[config.mk]
export PLATFORM = sky130hd
export DESIGN_NAME = stream_byte_reassembler_flat
export DESIGN_NICKNAME = d
export VERILOG_FILES = /design/src/design/sbr_pkg.sv /design/src/design/sbr_stream_if.sv /design/src/design/sbr_ctrl.sv /design/src/design/sbr_dp.sv /design/src/design/stream_byte_reassembler.sv /design/src/flat_wrapper.sv
export VERILOG_INCLUDE_DIRS = /design/src /design/src/design
export SDC_FILE = /design/constraint.sdc
export NUM_CORES = 2
export LEC_CHECK = 0
export BUFFER_PORTS_ARGS = -buffer_cell sky130_fd_sc_hd__buf_2
export CORE_UTILIZATION = 28
export CTS_CLUSTER_DIAMETER = 40
export DETAILED_ROUTE_END_ITERATION = 6
export PLACE_DENSITY_LB_ADDON = 0.15
export RECOVER_POWER = 100
export SYNTH_ARGS = -nofsm -noshare
export SYNTH_HDL_FRONTEND = slang
export SYNTH_SLANG_ARGS = --single-unit
export TNS_END_PERCENT = 5
[constraint.sdc]
create_clock -name clk_i -period 20.9 [get_ports clk_i]
set_clock_uncertainty 0.1 [all_clocks]
set_input_delay 1.045 -clock clk_i [delete_from_list [all_inputs] [get_ports clk_i]]
set_output_delay 1.045 -clock clk_i [all_outputs]
set_load 0.02 [all_outputs]
[src/design/stream_byte_reassembler_defines.svh]
// Assertion macros shared by the stream byte reassembler RTL.
`ifndef STREAM_BYTE_REASSEMBLER_DEFINES_SVH
`define STREAM_BYTE_REASSEMBLER_DEFINES_SVH

`ifndef SYNTH

// Checked on every rising edge of clk_i while rst_ni is high.
`define SBR_ASSERT(lbl, prop) \
  lbl: assert property (@(posedge clk_i) disable iff (!rst_ni) prop) \
    else $error("stream_byte_reassembler assertion failed");

// Checked on every rising edge of clk_i, reset included.
`define SBR_ASSERT_ALWAYS(lbl, prop) \
  lbl: assert property (@(posedge clk_i) prop) \
    else $error("stream_byte_reassembler assertion failed");

`else

`define SBR_ASSERT(lbl, prop)
`define SBR_ASSERT_ALWAYS(lbl, prop)

`endif

`endif

[src/design/sbr_pkg.sv]
// Shared constants and controller/datapath signal groups of the stream byte reassembler.
`default_nettype none

package sbr_pkg;

  localparam int unsigned CAPACITY_DEF = 64;
  localparam int unsigned IDX_W        = 64;
  localparam int unsigned BYTE_W       = 8;
  localparam int unsigned PEND_W       = 7;

  // Commands from the controller; at most one step command is high per cycle.
  typedef struct packed {
    logic capture;
    logic check;
    logic apply;
    logic scan;
    logic close;
    logic read;
  } dp_cmd_t;

  typedef struct packed {
    logic accepted;
    logic scan_hit;
    logic remain_zero;
  } dp_status_t;

endpackage

`default_nettype wire

[src/design/sbr_stream_if.sv]
// Request channel interfaces for the input items and the result items.
`default_nettype none

interface sbr_in_if;
  logic                        valid;
  logic                        ready;
  logic [sbr_pkg::IDX_W-1:0]   stream_index;
  logic [sbr_pkg::BYTE_W-1:0]  data_byte;
  logic                        has_byte;
  logic                        ends_stream;
  logic [sbr_pkg::IDX_W-1:0]   popped_count;

  modport source (
    output valid, stream_index, data_byte, has_byte, ends_stream, popped_count,
    input  ready
  );
  modport sink (
    input  valid, stream_index, data_byte, has_byte, ends_stream, popped_count,
    output ready
  );
endinterface

interface sbr_out_if;
  logic                        valid;
  logic                        ready;
  logic [sbr_pkg::BYTE_W-1:0]  out_byte;
  logic                        byte_valid;
  logic                        run_last;
  logic                        stream_closed;
  logic [sbr_pkg::PEND_W-1:0]  pending_bytes;

  modport source (
    output valid, out_byte, byte_valid, run_last, stream_closed, pending_bytes,
    input  ready
  );
  modport sink (
    input  valid, out_byte, byte_valid, run_last, stream_closed, pending_bytes,
    output ready
  );
endinterface

`default_nettype wire

[src/design/sbr_ctrl.sv]
// Controller state machine that sequences capture, window check, drain scan and result output.
`default_nettype none

module sbr_ctrl (
  input  logic                clk_i,
  input  logic                rst_ni,
  input  logic                in_valid_i,
  output logic                in_ready_o,
  input  logic                out_ready_i,
  output logic                out_valid_o,
  output sbr_pkg::dp_cmd_t    cmd_o,
  input  sbr_pkg::dp_status_t status_i
);

  typedef enum logic [2:0] {
    S_IDLE,
    S_CHECK,
    S_APPLY,
    S_SCAN,
    S_CLOSE,
    S_READ,
    S_OUT
  } state_e;

  state_e state_q, state_d;
  logic   in_ready_q, in_ready_d;
  logic   out_valid_q, out_valid_d;

  always_comb begin
    state_d     = state_q;
    in_ready_d  = in_ready_q;
    out_valid_d = out_valid_q;
    unique case (state_q)
      S_IDLE: begin
        if (in_valid_i && in_ready_q) begin
          state_d    = S_CHECK;
          in_ready_d = 1'b0;
        end
      end
      S_CHECK: state_d = S_APPLY;
      S_APPLY: state_d = status_i.accepted ? S_SCAN : S_CLOSE;
      S_SCAN: begin
        if (!status_i.scan_hit) begin
          state_d = S_CLOSE;
        end
      end
      S_CLOSE: begin
        if (status_i.remain_zero) begin
          state_d     = S_OUT;
          out_valid_d = 1'b1;
        end else begin
          state_d = S_READ;
        end
      end
      S_READ: begin
        state_d     = S_OUT;
        out_valid_d = 1'b1;
      end
      S_OUT: begin
        if (out_ready_i) begin
          out_valid_d = 1'b0;
          if (status_i.remain_zero) begin
            state_d    = S_IDLE;
            in_ready_d = 1'b1;
          end else begin
            state_d = S_READ;
          end
        end
      end
      default: begin
        state_d     = S_IDLE;
        in_ready_d  = 1'b1;
        out_valid_d = 1'b0;
      end
    endcase
  end

  always_ff @(posedge clk_i or negedge rst_ni) begin
    if (!rst_ni) begin
      state_q     <= S_IDLE;
      in_ready_q  <= 1'b1;
      out_valid_q <= 1'b0;
    end else begin
      state_q     <= state_d;
      in_ready_q  <= in_ready_d;
      out_valid_q <= out_valid_d;
    end
  end

  always_comb begin
    cmd_o.capture = (state_q == S_IDLE) && in_valid_i && in_ready_q;
    cmd_o.check   = (state_q == S_CHECK);
    cmd_o.apply   = (state_q == S_APPLY);
    cmd_o.scan    = (state_q == S_SCAN);
    cmd_o.close   = (state_q == S_CLOSE);
    cmd_o.read    = (state_q == S_READ);
  end

  assign in_ready_o  = in_ready_q;
  assign out_valid_o = out_valid_q;

endmodule

`default_nettype wire

[src/design/sbr_dp.sv]
// Datapath: stream position registers, ring memory with valid bits, and result registers.
`default_nettype none

module sbr_dp #(
  parameter int unsigned CAPACITY = sbr_pkg::CAPACITY_DEF
) (
  input  logic                       clk_i,
  input  logic                       rst_ni,
  input  sbr_pkg::dp_cmd_t           cmd_i,
  output sbr_pkg::dp_status_t        status_o,
  input  logic [sbr_pkg::IDX_W-1:0]  stream_index_i,
  input  logic [sbr_pkg::BYTE_W-1:0] data_byte_i,
  input  logic                       has_byte_i,
  input  logic                       ends_stream_i,
  input  logic [sbr_pkg::IDX_W-1:0]  popped_count_i,
  output logic [sbr_pkg::BYTE_W-1:0] out_byte_o,
  output logic                       byte_valid_o,
  output logic                       run_last_o,
  output logic                       stream_closed_o,
  output logic [sbr_pkg::PEND_W-1:0] pending_bytes_o
);

  localparam int unsigned IW    = sbr_pkg::IDX_W;
  localparam int unsigned LW    = sbr_pkg::IDX_W + 1;
  localparam int unsigned BW    = sbr_pkg::BYTE_W;
  localparam int unsigned PW    = sbr_pkg::PEND_W;
  localparam int unsigned SW    = $clog2(CAPACITY);
  localparam int unsigned SUM_W = SW + 1;
  localparam int unsigned CW    = $clog2(CAPACITY + 1);

  // Captured item.
  logic [IW-1:0] pos_q;
  logic [IW-1:0] limit_q;
  logic [BW-1:0] data_q;
  logic          has_q;
  logic          ends_q;

  // Stream state.
  logic [IW-1:0]       ne_q;
  logic [SW-1:0]       ne_slot_q;
  logic                end_known_q;
  logic [IW-1:0]       end_pos_q;
  logic                closed_q;
  logic [CAPACITY-1:0] valid_q;
  logic [CW-1:0]       stored_q;

  // Check results and run bookkeeping.
  logic          old_q;
  logic          acc_q;
  logic [SW-1:0] slot_q;
  logic [CW-1:0] remain_q;
  logic [SW-1:0] rd_slot_q;
  logic [BW-1:0] rd_data_q;
  logic          bv_q;

  logic [BW-1:0] ring_q [CAPACITY];

  logic [LW-1:0]    limit_sum;
  logic [IW-1:0]    limit_d;
  logic [IW-1:0]    diff;
  logic             is_old;
  logic             in_win;
  logic [SUM_W-1:0] slot_sum;
  logic [SW-1:0]    slot_d;
  logic [SW-1:0]    ne_slot_inc;
  logic [SW-1:0]    rd_slot_inc;
  logic             scan_hit;
  logic             do_write;

  // Window end saturates at the top of the index space.
  assign limit_sum = {1'b0, popped_count_i} + LW'(CAPACITY);
  assign limit_d   = limit_sum[LW-1] ? '1 : limit_sum[IW-1:0];

  assign diff     = pos_q - ne_q;
  assign is_old   = (pos_q < ne_q);
  assign in_win   = (pos_q < limit_q) && (diff < IW'(CAPACITY));
  // The ring slot of an accepted byte is the expected slot plus its distance.
  assign slot_sum = {1'b0, ne_slot_q} + {1'b0, diff[SW-1:0]};
  assign slot_d   = (slot_sum >= SUM_W'(CAPACITY)) ? SW'(slot_sum - SUM_W'(CAPACITY))
                                                   : slot_sum[SW-1:0];

  assign ne_slot_inc = (ne_slot_q == SW'(CAPACITY - 1)) ? '0 : ne_slot_q + SW'(1);
  assign rd_slot_inc = (rd_slot_q == SW'(CAPACITY - 1)) ? '0 : rd_slot_q + SW'(1);
  assign scan_hit    = valid_q[ne_slot_q];
  assign do_write    = cmd_i.apply && acc_q && has_q && !valid_q[slot_q];

  always_ff @(posedge clk_i) begin
    if (cmd_i.capture) begin
      pos_q   <= stream_index_i;
      limit_q <= limit_d;
      data_q  <= data_byte_i;
      has_q   <= has_byte_i;
      ends_q  <= ends_stream_i;
    end
    if (cmd_i.check) begin
      slot_q <= slot_d;
    end
    if (cmd_i.apply) begin
      rd_slot_q <= ne_slot_q;
    end else if (cmd_i.read) begin
      rd_slot_q <= rd_slot_inc;
    end
  end

  always_ff @(posedge clk_i) begin
    if (do_write) begin
      ring_q[slot_q] <= data_q;
    end
    if (cmd_i.read) begin
      rd_data_q <= ring_q[rd_slot_q];
    end else if (cmd_i.close && (remain_q == '0)) begin
      rd_data_q <= '0;
    end
  end

  always_ff @(posedge clk_i or negedge rst_ni) begin
    if (!rst_ni) begin
      ne_q        <= '0;
      ne_slot_q   <= '0;
      end_known_q <= 1'b0;
      end_pos_q   <= '0;
      closed_q    <= 1'b0;
      valid_q     <= '0;
      stored_q    <= '0;
      old_q       <= 1'b0;
      acc_q       <= 1'b0;
      remain_q    <= '0;
      bv_q        <= 1'b0;
    end else begin
      if (cmd_i.check) begin
        old_q <= is_old && !closed_q;
        acc_q <= !is_old && in_win && !closed_q;
      end
      if (cmd_i.apply) begin
        remain_q <= '0;
        if ((old_q || acc_q) && ends_q) begin
          end_known_q <= 1'b1;
          end_pos_q   <= has_q ? pos_q + IW'(1) : pos_q;
        end
        if (do_write) begin
          valid_q[slot_q] <= 1'b1;
          stored_q        <= stored_q + CW'(1);
        end
      end
      if (cmd_i.scan && scan_hit) begin
        valid_q[ne_slot_q] <= 1'b0;
        stored_q           <= stored_q - CW'(1);
        ne_q               <= ne_q + IW'(1);
        ne_slot_q          <= ne_slot_inc;
        remain_q           <= remain_q + CW'(1);
      end
      if (cmd_i.close) begin
        if (end_known_q && (ne_q == end_pos_q)) begin
          closed_q <= 1'b1;
        end
        if (remain_q == '0) begin
          bv_q <= 1'b0;
        end
      end
      if (cmd_i.read) begin
        remain_q <= remain_q - CW'(1);
        bv_q     <= 1'b1;
      end
    end
  end

  always_comb begin
    status_o.accepted    = acc_q;
    status_o.scan_hit    = scan_hit;
    status_o.remain_zero = (remain_q == '0);
  end

  assign out_byte_o      = rd_data_q;
  assign byte_valid_o    = bv_q;
  assign run_last_o      = (remain_q == '0);
  assign stream_closed_o = closed_q;
  assign pending_bytes_o = PW'(stored_q);

endmodule

`default_nettype wire

[src/design/stream_byte_reassembler.sv]
// Top level of the stream byte reassembler: controller, datapath and assertions.
// One request at a time: accept, check, apply, a drain scan over the released bytes, close.
// Each byte result takes a ring read, then output; a status-only result skips the read.
// Reset is asynchronous and active low; it empties the ring and clears the stream state.
`default_nettype none
`include "stream_byte_reassembler_defines.svh"

module stream_byte_reassembler #(
  parameter int unsigned CAPACITY = sbr_pkg::CAPACITY_DEF
) (
  input  logic      clk_i,
  input  logic      rst_ni,
  sbr_in_if.sink    in_req_i,
  sbr_out_if.source out_req_o
);

  localparam int unsigned PEND_W = sbr_pkg::PEND_W;

  // The controller only ever looks at the handshakes and at three status bits;
  // every value of the stream lives in the datapath.
  sbr_pkg::dp_cmd_t    cmd;
  sbr_pkg::dp_status_t status;

  sbr_ctrl u_ctrl (
    .clk_i       (clk_i),
    .rst_ni      (rst_ni),
    .in_valid_i  (in_req_i.valid),
    .in_ready_o  (in_req_i.ready),
    .out_ready_i (out_req_o.ready),
    .out_valid_o (out_req_o.valid),
    .cmd_o       (cmd),
    .status_i    (status)
  );

  // The datapath holds the next expected position, the end mark, the ring of
  // bytes and its valid bits. A drain scan walks the ring one slot a cycle from
  // the next expected position, so the final pending count and closed state
  // are known before the first result of a request is shown.
  sbr_dp #(
    .CAPACITY (CAPACITY)
  ) u_dp (
    .clk_i           (clk_i),
    .rst_ni          (rst_ni),
    .cmd_i           (cmd),
    .status_o        (status),
    .stream_index_i  (in_req_i.stream_index),
    .data_byte_i     (in_req_i.data_byte),
    .has_byte_i      (in_req_i.has_byte),
    .ends_stream_i   (in_req_i.ends_stream),
    .popped_count_i  (in_req_i.popped_count),
    .out_byte_o      (out_req_o.out_byte),
    .byte_valid_o    (out_req_o.byte_valid),
    .run_last_o      (out_req_o.run_last),
    .stream_closed_o (out_req_o.stream_closed),
    .pending_bytes_o (out_req_o.pending_bytes)
  );

  // The block never takes a request while it still presents a result.
  `SBR_ASSERT(a_no_overlap, !(in_req_i.ready && out_req_o.valid))
  // A status-only result is always the single, last result of its request.
  `SBR_ASSERT(a_status_is_last, (out_req_o.valid && !out_req_o.byte_valid) |-> out_req_o.run_last)
  // The ring never holds more bytes than it has slots.
  `SBR_ASSERT(a_pending_bound, out_req_o.valid |-> (out_req_o.pending_bytes <= PEND_W'(CAPACITY)))
  // Once a request is taken the input side closes until its results are out.
  `SBR_ASSERT(a_busy_after_take, (in_req_i.valid && in_req_i.ready) |=> !in_req_i.ready)
  // Once reset has been seen at an edge, no result is offered at the next one.
  `SBR_ASSERT_ALWAYS(a_reset_quiet, !rst_ni |=> !out_req_o.valid)

endmodule

`default_nettype wire

[src/flat_wrapper.sv]
// flat-port wrapper written by rule: the top's interface ports become plain ports
module stream_byte_reassembler_flat 
#(
  parameter int unsigned CAPACITY = sbr_pkg::CAPACITY_DEF
)
  (clk_i, rst_ni, in_req_i_valid, in_req_i_stream_index, in_req_i_data_byte, in_req_i_has_byte, in_req_i_ends_stream, in_req_i_popped_count, in_req_i_ready, out_req_o_valid, out_req_o_out_byte, out_req_o_byte_valid, out_req_o_run_last, out_req_o_stream_closed, out_req_o_pending_bytes, out_req_o_ready);
  sbr_in_if in_req_i_i ();
  sbr_out_if out_req_o_i ();
  input  logic clk_i;
  input  logic rst_ni;
  input wire logic [$bits(in_req_i_i.valid)-1:0] in_req_i_valid;
  input wire logic [$bits(in_req_i_i.stream_index)-1:0] in_req_i_stream_index;
  input wire logic [$bits(in_req_i_i.data_byte)-1:0] in_req_i_data_byte;
  input wire logic [$bits(in_req_i_i.has_byte)-1:0] in_req_i_has_byte;
  input wire logic [$bits(in_req_i_i.ends_stream)-1:0] in_req_i_ends_stream;
  input wire logic [$bits(in_req_i_i.popped_count)-1:0] in_req_i_popped_count;
  output wire logic [$bits(in_req_i_i.ready)-1:0] in_req_i_ready;
  output wire logic [$bits(out_req_o_i.valid)-1:0] out_req_o_valid;
  output wire logic [$bits(out_req_o_i.out_byte)-1:0] out_req_o_out_byte;
  output wire logic [$bits(out_req_o_i.byte_valid)-1:0] out_req_o_byte_valid;
  output wire logic [$bits(out_req_o_i.run_last)-1:0] out_req_o_run_last;
  output wire logic [$bits(out_req_o_i.stream_closed)-1:0] out_req_o_stream_closed;
  output wire logic [$bits(out_req_o_i.pending_bytes)-1:0] out_req_o_pending_bytes;
  input wire logic [$bits(out_req_o_i.ready)-1:0] out_req_o_ready;
  assign in_req_i_i.valid = in_req_i_valid;
  assign in_req_i_i.stream_index = in_req_i_stream_index;
  assign in_req_i_i.data_byte = in_req_i_data_byte;
  assign in_req_i_i.has_byte = in_req_i_has_byte;
  assign in_req_i_i.ends_stream = in_req_i_ends_stream;
  assign in_req_i_i.popped_count = in_req_i_popped_count;
  assign in_req_i_ready = in_req_i_i.ready;
  assign out_req_o_valid = out_req_o_i.valid;
  assign out_req_o_out_byte = out_req_o_i.out_byte;
  assign out_req_o_byte_valid = out_req_o_i.byte_valid;
  assign out_req_o_run_last = out_req_o_i.run_last;
  assign out_req_o_stream_closed = out_req_o_i.stream_closed;
  assign out_req_o_pending_bytes = out_req_o_i.pending_bytes;
  assign out_req_o_i.ready = out_req_o_ready;
  stream_byte_reassembler #(.CAPACITY(CAPACITY)) u_core (.clk_i(clk_i), .rst_ni(rst_ni), .in_req_i(in_req_i_i), .out_req_o(out_req_o_i));
endmodule
==> run_results.csv <==
group,metric,value,unit
run_status,status,"finished with violations",
run_status,violations,"capacitance limit, slew limit",
power_and_ir_drop,total_power,6.37,mW
synthesis,synthCells,3461,
floorplanning,fp.dieW,401,µm
timing,relSlewSlack,-2.89,
power_and_ir_drop,power.switching,1.99,mW
synthesis,synth_top_family_by_area,"simple AND/OR/NAND/NOR gates",
timing,holdWs,0.352,ns
floorplanning,rows,146,
power_and_ir_drop,leakage,19.1,nW
power_and_ir_drop,vdd_drop_max,0.0843,mV
grt,grt_pass1_wl,204,mm
final_layout,mostFrequentLayoutCells,"edfxtp_1 (670), nor2_1 (324), a21oi_1 (252)",
grt,grt_pass1_vias,29800,
clock_tree,clk_latency,0.79,ns
synthesis,synth_fa_ha_area_frac,0.0429,
final_layout,nets,4013,
critical_path,cp_data_arrival_time,9.50,ns
synthesis,synth_edf_count,670,
timing,tightestPinTransition,5.84,ns
floorplanning,die-area,0.161,mm²
job,cap_violations,19,
route,dr.pass1.iters,5,
floorplanning,start_util,0.282,
power_and_ir_drop,sw_frac_of_total,0.312,
clock_tree,cts-resized-gates,0,
critical_path,startpoint_type,"flop",
timing,setup_viol,0,
synthesis,synth_area_per_cell,12.9,µm²
clock_tree,cts_tree,"yes",
power_and_ir_drop,clkPwrFrac,0.418,
timing,slew_viol_final,1171,
timing,timing_hold_violations_final,0,
clock_tree,cts.reportedPaths.clkPinSlew,0.06,ns
route,first_iter_violations,2123,
critical_path,crit_path_max_fanout,48,
synthesis,yosys_register_bits,898,
route,vias,29100,
route,wl_per_cell,23.3,µm
power_and_ir_drop,power.density,120,mW/mm²
power_and_ir_drop,p_int,4.38,mW
clock_tree,ctsHtreeMaxLevel,4,
synthesis,synthesis.nets,3754,
route,dr_wl_met2,68.2,mm
critical_path,critPathRequiredTime,21.33,ns
synthesis,synth_cell_types,107,
final_layout,area_delta_synth_final,19.5,%
critical_path,crit_path_max_incr_delay,3.15,ns
clock_tree,hold_buffers,0,
route,route.met3.wl,6.36,mm
route,route.layer.met1.wl,60.0,mm
floorplanning,die_h,401,µm
placed_design,gp_congestion,0.880,
route,highest_layer,"met5",
timing,max_freq,0.110,GHz
final_layout,drive_gt1_frac,0.171,
synthesis,netlist_area,0.0446,mm²
power_and_ir_drop,seq_power_share,0.358,
clock_tree,cts.sinks,898,
clock_tree,cts_inserted_buffers,162,
floorplanning,io-pin-count,162,
route,vias_per_cell,4.91,
synthesis,synthMuxAreaShare,0.102,
critical_path,path_class,"flop to flop",
timing,timing.final.crit_share,0.434,
placed_design,pre_cts_ws,16.12,ns
min_path,hp-class,"primary input to flop",
grt,grt_antenna_before_repair,12,
timing,rsz0062_at_grt,"false",
synthesis,async_flop_share,0.247,
timing,min_period,9.07,ns
route,ant_nets,0,
timing,tns,0,ns
grt,grt_max_degree,95,
power_and_ir_drop,combPwrFrac,0.224,
synthesis,ys.flop_type,"edfxtp_1",
synthesis,yosys_warnings,0,
placed_design,hpwl,97.5,mm
timing,setup_ws,11.83,ns
critical_path,critPathCaptureType,"flop",
critical_path,worstPathCellList,"clkbuf_1 -> clkbuf_1 -> mux4_2 -> mux4_2 -> mux4_2 -> and2_0",
synthesis,ys_seq_area_frac,0.579,
critical_path,slowest_stage,"clkbuf_1",
synthesis,synth_compound_area_frac,0.0840,
clock_tree,cts_root_buf,"clkbuf_16",
grt,grt_util_all_layers,0.171,
clock_tree,cts_setup_buffers,0,
clock_tree,clk_path_buf_depth,3,
synthesis,synth-xor-area-share,0.0556,
route,route.detailed.drc,0,
synthesis,yosys.area_share.simple,0.107,
floorplanning,core,0.158,mm²
route,routed_wl,138,mm
critical_path,cp_common_cell,"mux4_2",
placed_design,portBuffers,161,
grt,grt_overflow,0,
final_layout,final_common_cell,"edfxtp_1",
-- Yosys cell counts, types with 75 or more instances --
| master | instances | area, µm² |
|---|---|---|
| a21oi_1 | 251 | 1260 |
| clkbuf_1 | 75 | 282 |
| dfrtp_1 | 221 | 5530 |
| edfxtp_1 | 670 | 20100 |
| ha_1 | 148 | 1850 |
| inv_1 | 177 | 664 |
| mux4_2 | 184 | 4140 |
| nand2_1 | 251 | 942 |
| nand3_1 | 109 | 546 |
| nor2_1 | 325 | 1220 |
| o21ai_0 | 85 | 425 |
| xnor2_1 | 156 | 1370 |
| xor2_1 | 127 | 1110 |
-- worst max-delay path, delay by kind of cell (launching register included) --
kind                   cells  cell delay, ns
buffers and inverters      2            5.43
multiplexers               3            1.90
flip-flops                 1            1.11
AND/OR/NAND/NOR            1            0.19
-- stage by stage --
stage / cell area (µm²) / util / cells
5_1_grt: 53300 / 0.337 / 5931
3_3_place_gp: 48000 / 0.303 / 5628
3_5_place_dp: 48000 / 0.303 / 5628
6_report: 53300 / 0.337 / 5932
2_1_floorplan: 44600 / - / 3461
4_1_cts: 53600 / 0.339 / 5931
-- cells by family after synthesis --
kind of cell	count (synthesis)
AND/OR/NAND/NOR	1003
flip-flops	898
buffers and inverters	318
AO/OA/AOI/OAI	584
multiplexers	224
XOR/XNOR	283
adder cells (fa/ha/maj)	151
-- path summary, 6_finish.rpt --
kind	start	endpoint	slack, ns	cells after the start
max	flop	u_core.u_dp.out_byte_o[2]$_SDFFCE_PN0P_	11.83	6
min in group asynchronous	rst_ni	u_core.u_dp.end_pos_q[39]$_DFFE_PN0P_	2.34	1
max reg2reg	flop	u_core.u_dp.out_byte_o[2]$_SDFFCE_PN0P_	11.83	6
max in group asynchronous	rst_ni	u_core.u_dp.valid_q[55]$_DFF_PN0_	12.65	2
min	in_req_i_stream_index[57]	u_core.u_dp.pos_q[57]$_DFFE_PP_	0.35	1
min reg2reg	u_core.u_dp.end_known_q$_DFFE_PN0P_	u_core.u_dp.end_known_q$_DFFE_PN0P_	0.37	1
-- layout make-up --
cell class                 instances  area, µm²
inverter                         178        668
antenna                            1       2.50
clock buffer                     185       4260
tap                             2072       2590
clock inverter                   118       1340
fill                           15800     105000
multi-input combinational       2245      17500
timing repair buffer             235       1090
sequential                       898      25800
-- power by group through the flow --
stage | sequential [mW] | clock [mW] | combinational [mW]
floorplan | 2.24 | 0 | 0.955
global placement | 2.31 | 0 | 1.45
detailed placement | 2.31 | 0 | 1.45
CTS | 2.28 | 2.72 | 1.45
global route | 2.30 | 2.80 | 1.54
finish | 2.28 | 2.66 | 1.42
-- registers in the layout, summed over array words and instances (netlist names), 8 cells and up, named ones only --
name and count:
u_core.u_dp.end_pos_q 64, u_core.u_dp.out_byte_o 8, u_core.u_dp.data_q 8, u_core.u_dp.ring_q 512, u_core.u_dp.ne_q 64, u_core.u_dp.valid_q 64, u_core.u_dp.pos_q 64, u_core.u_dp.limit_q 64
-- layer usage --
metal  track usage  vias to the layer above
met5             0                        -
li1              -                    13600
met4        0.0544                        4
met2         0.289                      667
met1         0.221                    14700
met3        0.0336                      193
Power figures use the tool's default switching activity.
